**config.mk**
```make
export PLATFORM = sky130hd
export DESIGN_NAME = pnm_header_parser
export DESIGN_NICKNAME = d
export VERILOG_FILES = /design/src/hdl/pnmhdr_pkg.sv /design/src/hdl/pnmhdr_core.sv /design/src/hdl/pnm_header_parser.sv
export SDC_FILE = /design/constraint.sdc
export NUM_CORES = 1
export LEC_CHECK = 0
export ABC_AREA = 1
export BUFFER_PORTS_ARGS = -buffer_cell sky130_fd_sc_hd__buf_4
export CAP_MARGIN = 15
export CORE_AREA = 2 2 153 155
export CTS_CLUSTER_SIZE = 40
export DETAILED_ROUTE_END_ITERATION = 10
export DIE_AREA = 0 0 155 157
export SYNTH_ARGS = -nofsm -noshare
export SYNTH_HDL_FRONTEND = slang
export SYNTH_SLANG_ARGS = --single-unit
```
**constraint.sdc**
```tcl
create_clock -name clock -period 5 [get_ports clock]
set_clock_uncertainty 0.05 [all_clocks]
set_input_delay 0.25 -clock clock [delete_from_list [all_inputs] [get_ports clock]]
set_output_delay 0.25 -clock clock [all_outputs]
set_load 0.01 [all_outputs]
```
**src/hdl/pnmhdr_pkg.sv**
```systemverilog
// Shared types and character constants for the PNM header parser.
`default_nettype none

package pnmhdr_pkg;

   // Parser phases, one per position in the header grammar.
   typedef enum logic [3:0] {
      PH_IDLE  = 4'd0,
      PH_KIND  = 4'd1,
      PH_SKIP0 = 4'd2,
      PH_DIG0  = 4'd3,
      PH_SKIP1 = 4'd4,
      PH_DIG1  = 4'd5,
      PH_SKIP2 = 4'd6,
      PH_DIG2  = 4'd7,
      PH_EOL   = 4'd8
   } phase_type;

   typedef enum logic [2:0] {
      KIND_BIT   = 3'd0,
      KIND_GRAY  = 3'd1,
      KIND_RGB   = 3'd2,
      KIND_FGRAY = 3'd3,
      KIND_FRGB  = 3'd4
   } kind_type;

   localparam logic [1:0] ST_OK        = 2'd0;
   localparam logic [1:0] ST_BAD_MAGIC = 2'd1;
   localparam logic [1:0] ST_BAD_KIND  = 2'd2;

   localparam logic [1:0] PT_BIT   = 2'd0;
   localparam logic [1:0] PT_BYTE  = 2'd1;
   localparam logic [1:0] PT_WORD  = 2'd2;
   localparam logic [1:0] PT_FLOAT = 2'd3;

   localparam logic [1:0] CH_ONE   = 2'd1;
   localparam logic [1:0] CH_THREE = 2'd3;

   localparam logic [7:0] CHR_P       = 8'h50;
   localparam logic [7:0] CHR_4       = 8'h34;
   localparam logic [7:0] CHR_5       = 8'h35;
   localparam logic [7:0] CHR_6       = 8'h36;
   localparam logic [7:0] CHR_LOWER_F = 8'h66;
   localparam logic [7:0] CHR_UPPER_F = 8'h46;
   localparam logic [7:0] CHR_HASH    = 8'h23;
   localparam logic [7:0] CHR_NEWLINE = 8'h0A;
   localparam logic [7:0] CHR_ZERO    = 8'h30;
   localparam logic [7:0] CHR_NINE    = 8'h39;
   localparam logic [7:0] CHR_DOT     = 8'h2E;
   localparam logic [7:0] CHR_DASH    = 8'h2D;

   localparam logic [15:0] COUNT_MAX = 16'hFFFF;

   typedef struct packed {
      logic [1:0]  status;
      logic [15:0] image_width;
      logic [15:0] image_height;
      logic [15:0] max_value;
      logic [1:0]  channel_count;
      logic [1:0]  pixel_type;
      logic [15:0] header_length;
      logic        value_overflow;
   } hdr_result_type;

endpackage

`default_nettype wire

```
**src/hdl/pnmhdr_core.sv**
```systemverilog
// Header parser state and the per-byte state update.
`default_nettype none

module pnmhdr_core #(
   parameter int VALUE_BITS = 16
) (
   input  wire logic                       clock,
   input  wire logic                       reset,
   input  wire logic                       step,
   input  wire logic [7:0]                 data_byte,
   input  wire logic                       start_req,
   output logic                            emit,
   output pnmhdr_pkg::hdr_result_type      result
);
   import pnmhdr_pkg::*;

   localparam int PROD_BITS = VALUE_BITS + 4;

   phase_type               phase_ff, phase_in;
   logic                    comment_ff, comment_in;
   logic [VALUE_BITS-1:0]   token_ff, token_in;
   logic [VALUE_BITS-1:0]   width_ff, width_in;
   logic [VALUE_BITS-1:0]   height_ff, height_in;
   kind_type                kind_ff, kind_in;
   logic [15:0]             count_ff, count_in;
   logic                    ovf_ff, ovf_in;
   logic                    emit_ok;
   logic [1:0]              err_status;

   logic                    is_digit;
   logic [7:0]              digit_diff;
   logic [PROD_BITS-1:0]    token_ext;
   logic [PROD_BITS-1:0]    prod;
   logic                    prod_sat;

   assign is_digit   = (data_byte >= CHR_ZERO) && (data_byte <= CHR_NINE);
   assign digit_diff = data_byte - CHR_ZERO;
   assign token_ext  = {4'b0000, token_ff};
   // token * 10 + digit as two shifts and adds.
   assign prod       = (token_ext << 3) + (token_ext << 1)
                       + {{(PROD_BITS-4){1'b0}}, digit_diff[3:0]};
   assign prod_sat   = |prod[PROD_BITS-1:VALUE_BITS];

   always_ff @(posedge clock) begin
      if (reset) begin
         phase_ff   <= PH_IDLE;
         comment_ff <= 1'b0;
         count_ff   <= 16'd0;
         ovf_ff     <= 1'b0;
         kind_ff    <= KIND_BIT;
      end else begin
         phase_ff   <= phase_in;
         comment_ff <= comment_in;
         count_ff   <= count_in;
         ovf_ff     <= ovf_in;
         kind_ff    <= kind_in;
      end
      token_ff  <= token_in;
      width_ff  <= width_in;
      height_ff <= height_in;
   end

   always_comb begin
      phase_in   = phase_ff;
      comment_in = comment_ff;
      token_in   = token_ff;
      width_in   = width_ff;
      height_in  = height_ff;
      kind_in    = kind_ff;
      count_in   = count_ff;
      ovf_in     = ovf_ff;
      emit       = 1'b0;
      emit_ok    = 1'b0;
      err_status = ST_OK;
      if (step) begin
         if (start_req) begin
            // A start word drops whatever header was in progress.
            comment_in = 1'b0;
            token_in   = '0;
            width_in   = '0;
            height_in  = '0;
            kind_in    = KIND_BIT;
            count_in   = 16'd1;
            ovf_in     = 1'b0;
            if (data_byte != CHR_P) begin
               emit       = 1'b1;
               err_status = ST_BAD_MAGIC;
               phase_in   = PH_IDLE;
            end else begin
               phase_in = PH_KIND;
            end
         end else if (phase_ff != PH_IDLE) begin
            if (count_ff == COUNT_MAX) begin
               ovf_in = 1'b1;
            end else begin
               count_in = count_ff + 16'd1;
            end
            unique case (phase_ff)
               PH_KIND: begin
                  phase_in = PH_SKIP0;
                  unique case (data_byte)
                     CHR_4:       kind_in = KIND_BIT;
                     CHR_5:       kind_in = KIND_GRAY;
                     CHR_6:       kind_in = KIND_RGB;
                     CHR_LOWER_F: kind_in = KIND_FGRAY;
                     CHR_UPPER_F: kind_in = KIND_FRGB;
                     default: begin
                        emit       = 1'b1;
                        err_status = ST_BAD_KIND;
                        phase_in   = PH_IDLE;
                     end
                  endcase
               end
               PH_SKIP0, PH_SKIP1, PH_SKIP2: begin
                  if (comment_ff) begin
                     if (data_byte == CHR_NEWLINE) begin
                        comment_in = 1'b0;
                     end
                  end else if (is_digit) begin
                     token_in = VALUE_BITS'(digit_diff[3:0]);
                     if (phase_ff == PH_SKIP0) begin
                        phase_in = PH_DIG0;
                     end else if (phase_ff == PH_SKIP1) begin
                        phase_in = PH_DIG1;
                     end else begin
                        phase_in = PH_DIG2;
                     end
                  end else if (data_byte == CHR_HASH) begin
                     comment_in = 1'b1;
                  end
               end
               PH_DIG0, PH_DIG1, PH_DIG2: begin
                  if (is_digit) begin
                     if (prod_sat) begin
                        token_in = '1;
                        ovf_in   = 1'b1;
                     end else begin
                        token_in = prod[VALUE_BITS-1:0];
                     end
                  end else if ((data_byte == CHR_DOT) || (data_byte == CHR_DASH)) begin
                     token_in = token_ff;
                  end else if (phase_ff == PH_DIG0) begin
                     width_in = token_ff;
                     phase_in = PH_SKIP1;
                  end else if ((phase_ff == PH_DIG1) && (kind_ff != KIND_BIT)) begin
                     height_in = token_ff;
                     phase_in  = PH_SKIP2;
                  end else begin
                     // Last token done: the terminator may already close the line.
                     if (phase_ff == PH_DIG1) begin
                        height_in = token_ff;
                     end
                     if (data_byte == CHR_NEWLINE) begin
                        emit     = 1'b1;
                        emit_ok  = 1'b1;
                        phase_in = PH_IDLE;
                     end else begin
                        phase_in = PH_EOL;
                     end
                  end
               end
               PH_EOL: begin
                  if (data_byte == CHR_NEWLINE) begin
                     emit     = 1'b1;
                     emit_ok  = 1'b1;
                     phase_in = PH_IDLE;
                  end
               end
               default: phase_in = PH_IDLE;
            endcase
         end
      end
   end

   always_comb begin
      result               = '0;
      result.header_length = count_in;
      if (emit_ok) begin
         result.status         = ST_OK;
         result.image_width    = 16'(width_in);
         result.image_height   = 16'(height_in);
         result.value_overflow = ovf_in;
         if ((kind_ff == KIND_RGB) || (kind_ff == KIND_FRGB)) begin
            result.channel_count = CH_THREE;
         end else begin
            result.channel_count = CH_ONE;
         end
         if (kind_ff == KIND_BIT) begin
            result.max_value  = 16'd1;
            result.pixel_type = PT_BIT;
         end else begin
            result.max_value = 16'(token_in);
            if ((kind_ff == KIND_FGRAY) || (kind_ff == KIND_FRGB)) begin
               result.pixel_type = PT_FLOAT;
            end else if (33'(token_in) >= 33'd256) begin
               result.pixel_type = PT_WORD;
            end else begin
               result.pixel_type = PT_BYTE;
            end
         end
      end else begin
         result.status = err_status;
      end
   end

   a_emit_goes_idle: assert property (@(posedge clock) disable iff (reset)
      emit |-> (phase_in == PH_IDLE))
      else $error("parser did not return to idle after a result");

   a_idle_stays_idle: assert property (@(posedge clock) disable iff (reset)
      (phase_ff == PH_IDLE) && !(step && start_req) |=> (phase_ff == PH_IDLE))
      else $error("parser left idle without a start word");

   a_busy_has_count: assert property (@(posedge clock) disable iff (reset)
      (phase_ff != PH_IDLE) |-> (count_ff != 16'd0))
      else $error("header length is zero inside a header");

   a_error_fields_zero: assert property (@(posedge clock) disable iff (reset)
      emit && (result.status != ST_OK) |->
         (result.image_width == 16'd0) && (result.channel_count == 2'd0))
      else $error("error result carries nonzero header fields");

endmodule

`default_nettype wire

```
**src/hdl/pnm_header_parser.sv**
```systemverilog
// Top level of the PNM header parser: input register, parser core, result register.
//
//   channel | direction | ports                                      | meaning
//   req     | in        | req_valid, req_stall, req_data_byte,       | one file byte per word
//           |           | req_start_req                              |
//   rsp     | out       | rsp_valid, rsp_stall, rsp_status, rsp_*    | one header result per word
//
// Each word is taken into an input register and handled by the parser core, whose
// result goes into the output register: one word per cycle while the result side is
// not stalled.
// Synchronous active-high reset leaves the parser idle, waiting for a start word.
// While a result word is stalled, a word in the input register is held there and req_stall rises.
`default_nettype none

module pnm_header_parser #(
   parameter int VALUE_BITS = 16
) (
   input  wire logic        clock,
   input  wire logic        reset,
   input  wire logic        req_valid,
   output logic             req_stall,
   input  wire logic [7:0]  req_data_byte,
   input  wire logic        req_start_req,
   output logic             rsp_valid,
   input  wire logic        rsp_stall,
   output logic [1:0]       rsp_status,
   output logic [15:0]      rsp_image_width,
   output logic [15:0]      rsp_image_height,
   output logic [15:0]      rsp_max_value,
   output logic [1:0]       rsp_channel_count,
   output logic [1:0]       rsp_pixel_type,
   output logic [15:0]      rsp_header_length,
   output logic             rsp_value_overflow
);
   import pnmhdr_pkg::*;

   logic           in_valid_ff, in_valid_in;
   logic [7:0]     in_byte_ff;
   logic           in_start_ff;
   logic           out_valid_ff, out_valid_in;
   hdr_result_type out_ff;
   hdr_result_type core_result;
   logic           core_emit;
   logic           out_free;
   logic           step;
   logic           req_take;

   assign out_free  = !out_valid_ff || !rsp_stall;
   assign step      = in_valid_ff && out_free;
   assign req_stall = in_valid_ff && !out_free;
   assign req_take  = req_valid && !req_stall;

   always_comb begin
      in_valid_in = in_valid_ff;
      if (req_take) begin
         in_valid_in = 1'b1;
      end else if (step) begin
         in_valid_in = 1'b0;
      end
      out_valid_in = out_valid_ff;
      if (step && core_emit) begin
         out_valid_in = 1'b1;
      end else if (!rsp_stall) begin
         out_valid_in = 1'b0;
      end
   end

   always_ff @(posedge clock) begin
      if (reset) begin
         in_valid_ff  <= 1'b0;
         out_valid_ff <= 1'b0;
      end else begin
         in_valid_ff  <= in_valid_in;
         out_valid_ff <= out_valid_in;
      end
      if (req_take) begin
         in_byte_ff  <= req_data_byte;
         in_start_ff <= req_start_req;
      end
      if (step && core_emit) begin
         out_ff <= core_result;
      end
   end

   pnmhdr_core #(
      .VALUE_BITS(VALUE_BITS)
   ) u_core (
      .clock     (clock),
      .reset     (reset),
      .step      (step),
      .data_byte (in_byte_ff),
      .start_req (in_start_ff),
      .emit      (core_emit),
      .result    (core_result)
   );

   assign rsp_valid          = out_valid_ff;
   assign rsp_status         = out_ff.status;
   assign rsp_image_width    = out_ff.image_width;
   assign rsp_image_height   = out_ff.image_height;
   assign rsp_max_value      = out_ff.max_value;
   assign rsp_channel_count  = out_ff.channel_count;
   assign rsp_pixel_type     = out_ff.pixel_type;
   assign rsp_header_length  = out_ff.header_length;
   assign rsp_value_overflow = out_ff.value_overflow;

   a_result_lands: assert property (@(posedge clock) disable iff (reset)
      step && core_emit |=> out_valid_ff)
      else $error("result word was not registered");

   a_held_word_kept: assert property (@(posedge clock) disable iff (reset)
      in_valid_ff && !out_free |=> in_valid_ff && $stable(in_byte_ff))
      else $error("pending input word lost while output stalled");

endmodule

`default_nettype wire

```
; Word-level counts from Yosys, hierarchy flattened
; Cells that the tools add are included.
[totals]
reg_bits = 155
output_inout_bits = 73
elab_cells = 178
[op_classes]
addsub = 4
magnitude_cmp = 3
eq_ne = 28
n_mux = 89
bitwise_logic = 2
n_reduce_logical = 31
[ops]
columns = cell, n
row1 = two-way mux 16 bit, 27
row2 = "== test 8 x 6 -> 1 bit, second input constant", 6
row3 = two-way mux 4 bit, 11
row4 = two-way mux 1 bit, 34
row5 = case mux 16 bit (2 select lines), 1
row6 = adder 19 x 17 -> 20 bit, 1
row7 = adder 20 x 4 -> 20 bit, 1
row8 = two-way mux 2 bit, 9
row9 = "adder 16 x 1 -> 16 bit, second input constant", 1
row10 = "== test 16 bit, second input constant", 1
row11 = "== test 4 x 3 -> 1 bit, second input constant", 4
row12 = "== test 8 x 7 -> 1 bit, second input constant", 2
row13 = "greater-or-equal comparator 16 x 9 -> 1 bit, second input constant", 1
row14 = case mux 4 bit (4 select lines), 1
row15 = case mux 3 bit (5 select lines), 1
row16 = two-way mux 3 bit, 3
row17 = "!= test 3 bit, second input constant", 3
row18 = "== test 4 x 2 -> 1 bit, second input constant", 2
row19 = "== test 8 x 4 -> 1 bit, second input constant", 1
row20 = "greater-or-equal comparator 8 x 6 -> 1 bit, second input constant", 1
row21 = "less-or-equal comparator 8 x 6 -> 1 bit, second input constant", 1
row22 = "!= test 8 x 7 -> 1 bit, second input constant", 1
row23 = nonzero test 2 bit, 4
row24 = AND reduction 7 bit, 1
row25 = 23 further kinds, 39

; Depth between registers and ports, before layout
[logic_depth]
word_depth = 12
ltp_mapped = 23

; Modules after synthesis
; Synthesis repeated with hierarchy kept, for this count alone.
[unflattened]
hier_cells = 1048
hier_area_um2 = 8455.6
[modules_own_cells]
columns = mod, instances, cells_per_inst, area_per_inst_um2, seq_area_each_um2
row1 = pnmhdr_core, 1, 950, 5949.5, 1461.4
row2 = pnm_header_parser, 1, 98, 2506.2, 2442.3

; Least setup slack after synthesis
; OpenSTA, ideal clock, no wires.
[synth_path]
path_kind = register to register
startpoint = reg out_valid_ff (netlist: rsp_valid)
endpoint = reg out_ff, in the netlist rsp_channel_count[0] (enable)
arrival_ps = 2784
required_ps = 4525
path_slack_ps = 1741
stages_incl_launch_ff = 12
path_buffers = 0
synth_period_minus_slack_ps = 3259
path_cell_list = dfxtp_1 > nand2_1 > inv_2 > nor2_2 > inv_2 > nor2_1 > inv_2 > nor2_1 > nand3_2 > nand2_1 > a21oi_1 > inv_1
[synth_via]
elab_chain_cells = 5
[synth_rtl]
columns = item, line
row1 = from (decl), pnm_header_parser.sv:40  ; logic out_valid_ff, out_valid_in;
row2 = from (signal assigned), pnm_header_parser.sv:74  ; out_valid_ff <= out_valid_in;
row3 = zero test 1 bit (*), pnm_header_parser.sv:48  ; assign out_free = !out_valid_ff || !rsp_stall;
row4 = logical OR 1 bit (*), pnm_header_parser.sv:48
row5 = logical AND 1 bit (*), pnm_header_parser.sv:49  ; assign step = in_valid_ff && out_free;
row6 = two-way mux 1 bit, pnmhdr_core.sv:75  ; if (step) begin
row7 = logical AND 1 bit (*), pnm_header_parser.sv:80  ; if (step && core_emit) begin
row8 = to (signal assigned), pnm_header_parser.sv:81  ; out_ff <= core_result;
row9 = to (decl), pnm_header_parser.sv:41  ; hdr_result_type out_ff;
; Mark *: on every way between the ends. The rest lies on a longest branch, timed or not.
; A chain may end at the register's enable or synchronous reset.

; Final worst setup path
[layout_path]
startpoint = reg in_byte_ff[2]
endpoint = reg out_ff, in the netlist rsp_pixel_type[1] (data pin)
[layout_via]
elab_chain_cells = 12
elab_cells_between_ends = 32
cone_classes = add/sub: 2 / order compare: 3 / eq/ne: 3 / mux: 19 / bitwise: 1 / reduce/logical: 4
[layout_rtl]
columns = item, line
row1 = from (decl), pnm_header_parser.sv:38  ; logic [7:0] in_byte_ff;
row2 = from (signal assigned), pnm_header_parser.sv:77  ; in_byte_ff <= req_data_byte;
row3 = subtractor 4 x 1 -> 4 bit / == test 8 x 4 -> 1 bit (equally long branches), "pnmhdr_core.sv:37, pnmhdr_core.sv:153, pnmhdr_core.sv:163"
row4 = adder 20 x 4 -> 20 bit / two-way mux 1 bit (equally long branches), "pnmhdr_core.sv:41, pnmhdr_core.sv:153, pnmhdr_core.sv:163"
row5 = OR reduction 4 bit / two-way mux 1 bit (equally long branches), "pnmhdr_core.sv:42, pnmhdr_core.sv:145"
row6 = two-way mux 16 bit / two-way mux 1 bit (equally long branches), "pnmhdr_core.sv:134, pnmhdr_core.sv:142"
row7 = two-way mux 16 bit / two-way mux 1 bit (equally long branches), "pnmhdr_core.sv:133, pnmhdr_core.sv:140"
row8 = case mux 16 bit (2 select lines) / two-way mux 1 bit (equally long branches), "pnmhdr_core.sv:98, pnmhdr_core.sv:133"
row9 = two-way mux 16 bit / case mux 1 bit (2 select lines) (equally long branches), "pnmhdr_core.sv:92, pnmhdr_core.sv:98"
row10 = two-way mux 16 bit / two-way mux 1 bit (equally long branches), "pnmhdr_core.sv:76, pnmhdr_core.sv:92"
row11 = two-way mux 16 bit / two-way mux 1 bit (equally long branches), "pnmhdr_core.sv:75, pnmhdr_core.sv:76"
row12 = greater-or-equal comparator 16 x 9 -> 1 bit / two-way mux 1 bit (equally long branches), "pnmhdr_core.sv:195, pnmhdr_core.sv:75"
row13 = two-way mux 2 bit / inverter 1 bit (equally long branches), -
row14 = two-way mux 2 bit / OR reduction 2 bit (equally long branches), -
; Parallel ways exist; a longest one is shown, timed or not.

==> out/qor.txt <==
Status = complete, no violations
Routed WL per cell = 14.5 microns
Layout net count = 1214
Setup TNS = 0 ps
Clock latency on the worst-skew pair = 430 ps
Root buffer cell = clkbuf_16
Clock Sinks = 155
FMAX = 286 MHz
Crit start category = register
Starting Density = 0.380
Placer Congestion = 0.917
CP max FO = 9
Layout cells sized above 1 = 0.174
Leakage power = 4.22 nW
Crit Path Class = register to register
Die H = 157 microns
Final core occ = 0.452
Least-Margin Pin Slew = 888 ps
Grt total ovfl = 0
Slew Limit Fails = 0
Final wirelength = 21.3 mm
Sequential element share of the synthesized area = 0.457
Global-route wire length before repair = 34.2 mm
CTS Buf Count = 17
Final period utilization = 0.700
Pwr Density = 326 nW/um^2
Die width = 155 microns
Final hold violations = 0
Core area = 22500 sq um
Diodes inserted = 0
Post-Syn Instances = 1082
First drt pass iteration count = 5
Max cap viols = 0
Detailed placement HPWL = 15.6 mm
Syn Nets = 1129
Number of H-tree levels = 4
Port-buffer cells = 85
Hold Path Class = input pin to register
Min Hold Slack = 62.7 ps
Fin crit period = 3500 ps
RSZ-0062 raised after global routing = no
Post-route setup slack = 1500 ps
Initial DRC count = 557
Initial antenna violation count = 0
Synth area leader = edfxtp_1
GR Util All Layers = 0.178
Largest net degree at the start of global routing = 44
TritonCTS clock tree = done
Postcts setup bufs = 0
Flip-flop and latch count after synthesis = 155
Max clock buf depth = 2
Finished Cell Area = 10200 sq um
Ports = 86
Total number of vias = 7246
Area growth, synth to finish = 19.0%
Synthesized area per cell = 7.90 sq um
Worst path required time = 5130 ps
Die ar. = 24300 sq um
Yosys top cell area share = 0.281
Worst EP arrival = 3630 ps
Vias per std cell = 4.95
Setup violations, final = 0
Largest cells by area after synthesis = edfxtp_1 (28%), dfxtp_1 (18%), inv_1 (7.8%)
Synthesis Warnings = 0
Cell area after synthesis = 8550 sq um
Setup crit end kind = register
Number of global-route vias before repair = 6525
Routed Antenna Nets = 0
Placed Area = 9450 sq um
Setup slack after placement = 1580 ps
Worst vdd ir = 0.000160 V
Row count = 55
CTS clk-pin slew, worst paths = 70 ps
Drt drc = 0
Slew HR = 0.408
Post-synth cell types = 44
[final cells by class]
| cell class | instances | area [sq um] |
|---|---|---|
| multi-input cells | 693 | 3740 |
| repair buffers | 100 | 786 |
| clock inverters | 13 | 179 |
| flip-flops and latches | 155 | 3900 |
| clock buffers | 19 | 453 |
| well taps | 285 | 357 |
| inverters | 200 | 751 |
| fillers | 2245 | 12300 |
[through the flow]
step / instances / total power, mW
global placement: 1424 / 1.97
floorplan: 1082 / 1.81
global route: 1465 / 3.46
finish: 1465 / 3.31
detailed placement: 1424 / 1.97
CTS: 1465 / 3.35
[flip-flops by register name, indices dropped and copies added, names as in the netlist]
register / cells
rsp_value_overflow: 1
in_byte_ff: 8
in_start_ff: 1
rsp_channel_count: 2
u_core.count_ff: 16
u_core.kind_ff: 3
u_core.token_ff: 16
rsp_pixel_type: 2
u_core.width_ff: 16
rsp_header_length: 16
rsp_valid: 1
u_core.ovf_ff: 1
rsp_max_value: 16
u_core.height_ff: 16
u_core.phase_ff: 4
in_valid_ff: 1
rsp_image_width: 16
rsp_status: 2
u_core.comment_ff: 1
rsp_image_height: 16
[power breakdown]
part / total [mW] / internal (mW) / switching, mW / leakage, nW
registers: 1.45 / 1.38 / 0.0649 / 1.40
clock network: 1.37 / 0.826 / 0.541 / 0.301
logic: 0.499 / 0.177 / 0.322 / 2.52
total: 3.31 / 2.39 / 0.928 / 4.22
[cells in the mapped netlist]
library cell  number
a211oi_1           4
a21oi_1           90
a21oi_2           13
a31oi_1           15
a41o_1             1
and2_1             1
and2_4             1
and3_1             1
buf_1              3
buf_2             12
buf_4              1
clkbuf_1          17
clkbuf_2           1
clkinv_1           1
dfxtp_1           75
edfxtp_1          80
fa_1               2
ha_1              32
inv_1            177
inv_2             22
nand2_1          173
nand2_2           16
nand2_4            3
nand3_1           31
nand3_2            6
nand3b_1           4
nand4_1            9
nor2_1           113
nor2_2             6
nor2_4             3
nor2_8             2
nor3_1            25
nor3_2             5
nor4_1            15
nor4_2             1
o211ai_1           8
o211ai_2           1
o21ai_0           92
o21ai_1            6
o21ai_2            1
or2_1              1
or2_4              1
xnor2_1            3
xor2_1             8
[cells in the final DEF (no fill, tap or decap), types with 3 or more instances in the layout]
cell type / Yosys / final
a21oi_1: 90 / 90
nor2_4: 3 / 3
clkbuf_16: 0 / 17
nor2_2: 6 / 6
nand3_1: 31 / 31
xor2_1: 8 / 8
dlygate4sd3_1: 0 / 9
a211oi_1: 4 / 4
nand2_2: 16 / 16
edfxtp_1: 80 / 80
ha_1: 32 / 32
a31oi_1: 15 / 15
nor4_1: 15 / 15
xnor2_1: 3 / 3
a21oi_2: 13 / 13
buf_4: 1 / 90
bufinv_16: 0 / 3
dfxtp_1: 75 / 75
clkinvlp_4: 0 / 3
nor3_1: 25 / 25
nor2_1: 113 / 113
nor3_2: 5 / 5
nand3_2: 6 / 6
inv_6: 0 / 4
inv_2: 22 / 23
nand2_4: 3 / 3
inv_1: 177 / 176
nand4_1: 9 / 9
nand2_1: 173 / 173
o211ai_1: 8 / 8
nand3b_1: 4 / 4
o21ai_1: 6 / 6
o21ai_0: 92 / 92
[worst paths after layout]
kind | startpoint | to | slack, ps | depth (start not counted)
max | in_byte_ff[2] | rsp_pixel_type[1] | 1500 | 22
min | req_valid | in_valid_ff | 60 | 3
max reg2reg | in_byte_ff[2] | rsp_pixel_type[1] | 1500 | 22
min reg2reg | u_core.ovf_ff | u_core.ovf_ff | 430 | 2
[cells by family (layout without fill, tap and decap cells)]
kind of cell,Yosys count,in the layout,synth area share
compound gates,231,231,0.149
xor+xnor,11,11,0.0113
fa+ha+maj,34,34,0.0515
buf+inv,234,332,0.105
flops,155,155,0.457
simple gates,417,417,0.227
[worst max-delay path, stage by stage, from the launching register on]
cell and delay [ps]:
edfxtp_1 490, ha_1 350, ha_1 280, inv_1 80
fa_1 400, inv_1 90, nand2_1 50, nand2_1 110
nand3_2 80, nand2_2 90, nand2_2 60, nand3_2 80
nand2_4 70, nor2_8 140, nand3_1 90, nand2_1 60
nand2_1 60, a21oi_2 200, nand2_1 110, nor2_2 130
nand3_1 90, nand2_1 60, inv_1 30
[metal layers]
layer / vias to the layer above / track usage / wire [microns]
li1: 3725 / - / -
met1: 3285 / 0.261 / 10700
met2: 216 / 0.266 / 9100
met3: 20 / 0.0330 / 1130
met4: 0 / 0.0525 / 305
met5: - / 0 / 0
[timing repair]
action,in CTS,in global routing
resized for setup,0,0
hold buffers,9,0
endpoints found under the hold margin,9,0
No activity file was read; power rests on OpenSTA's default activity.
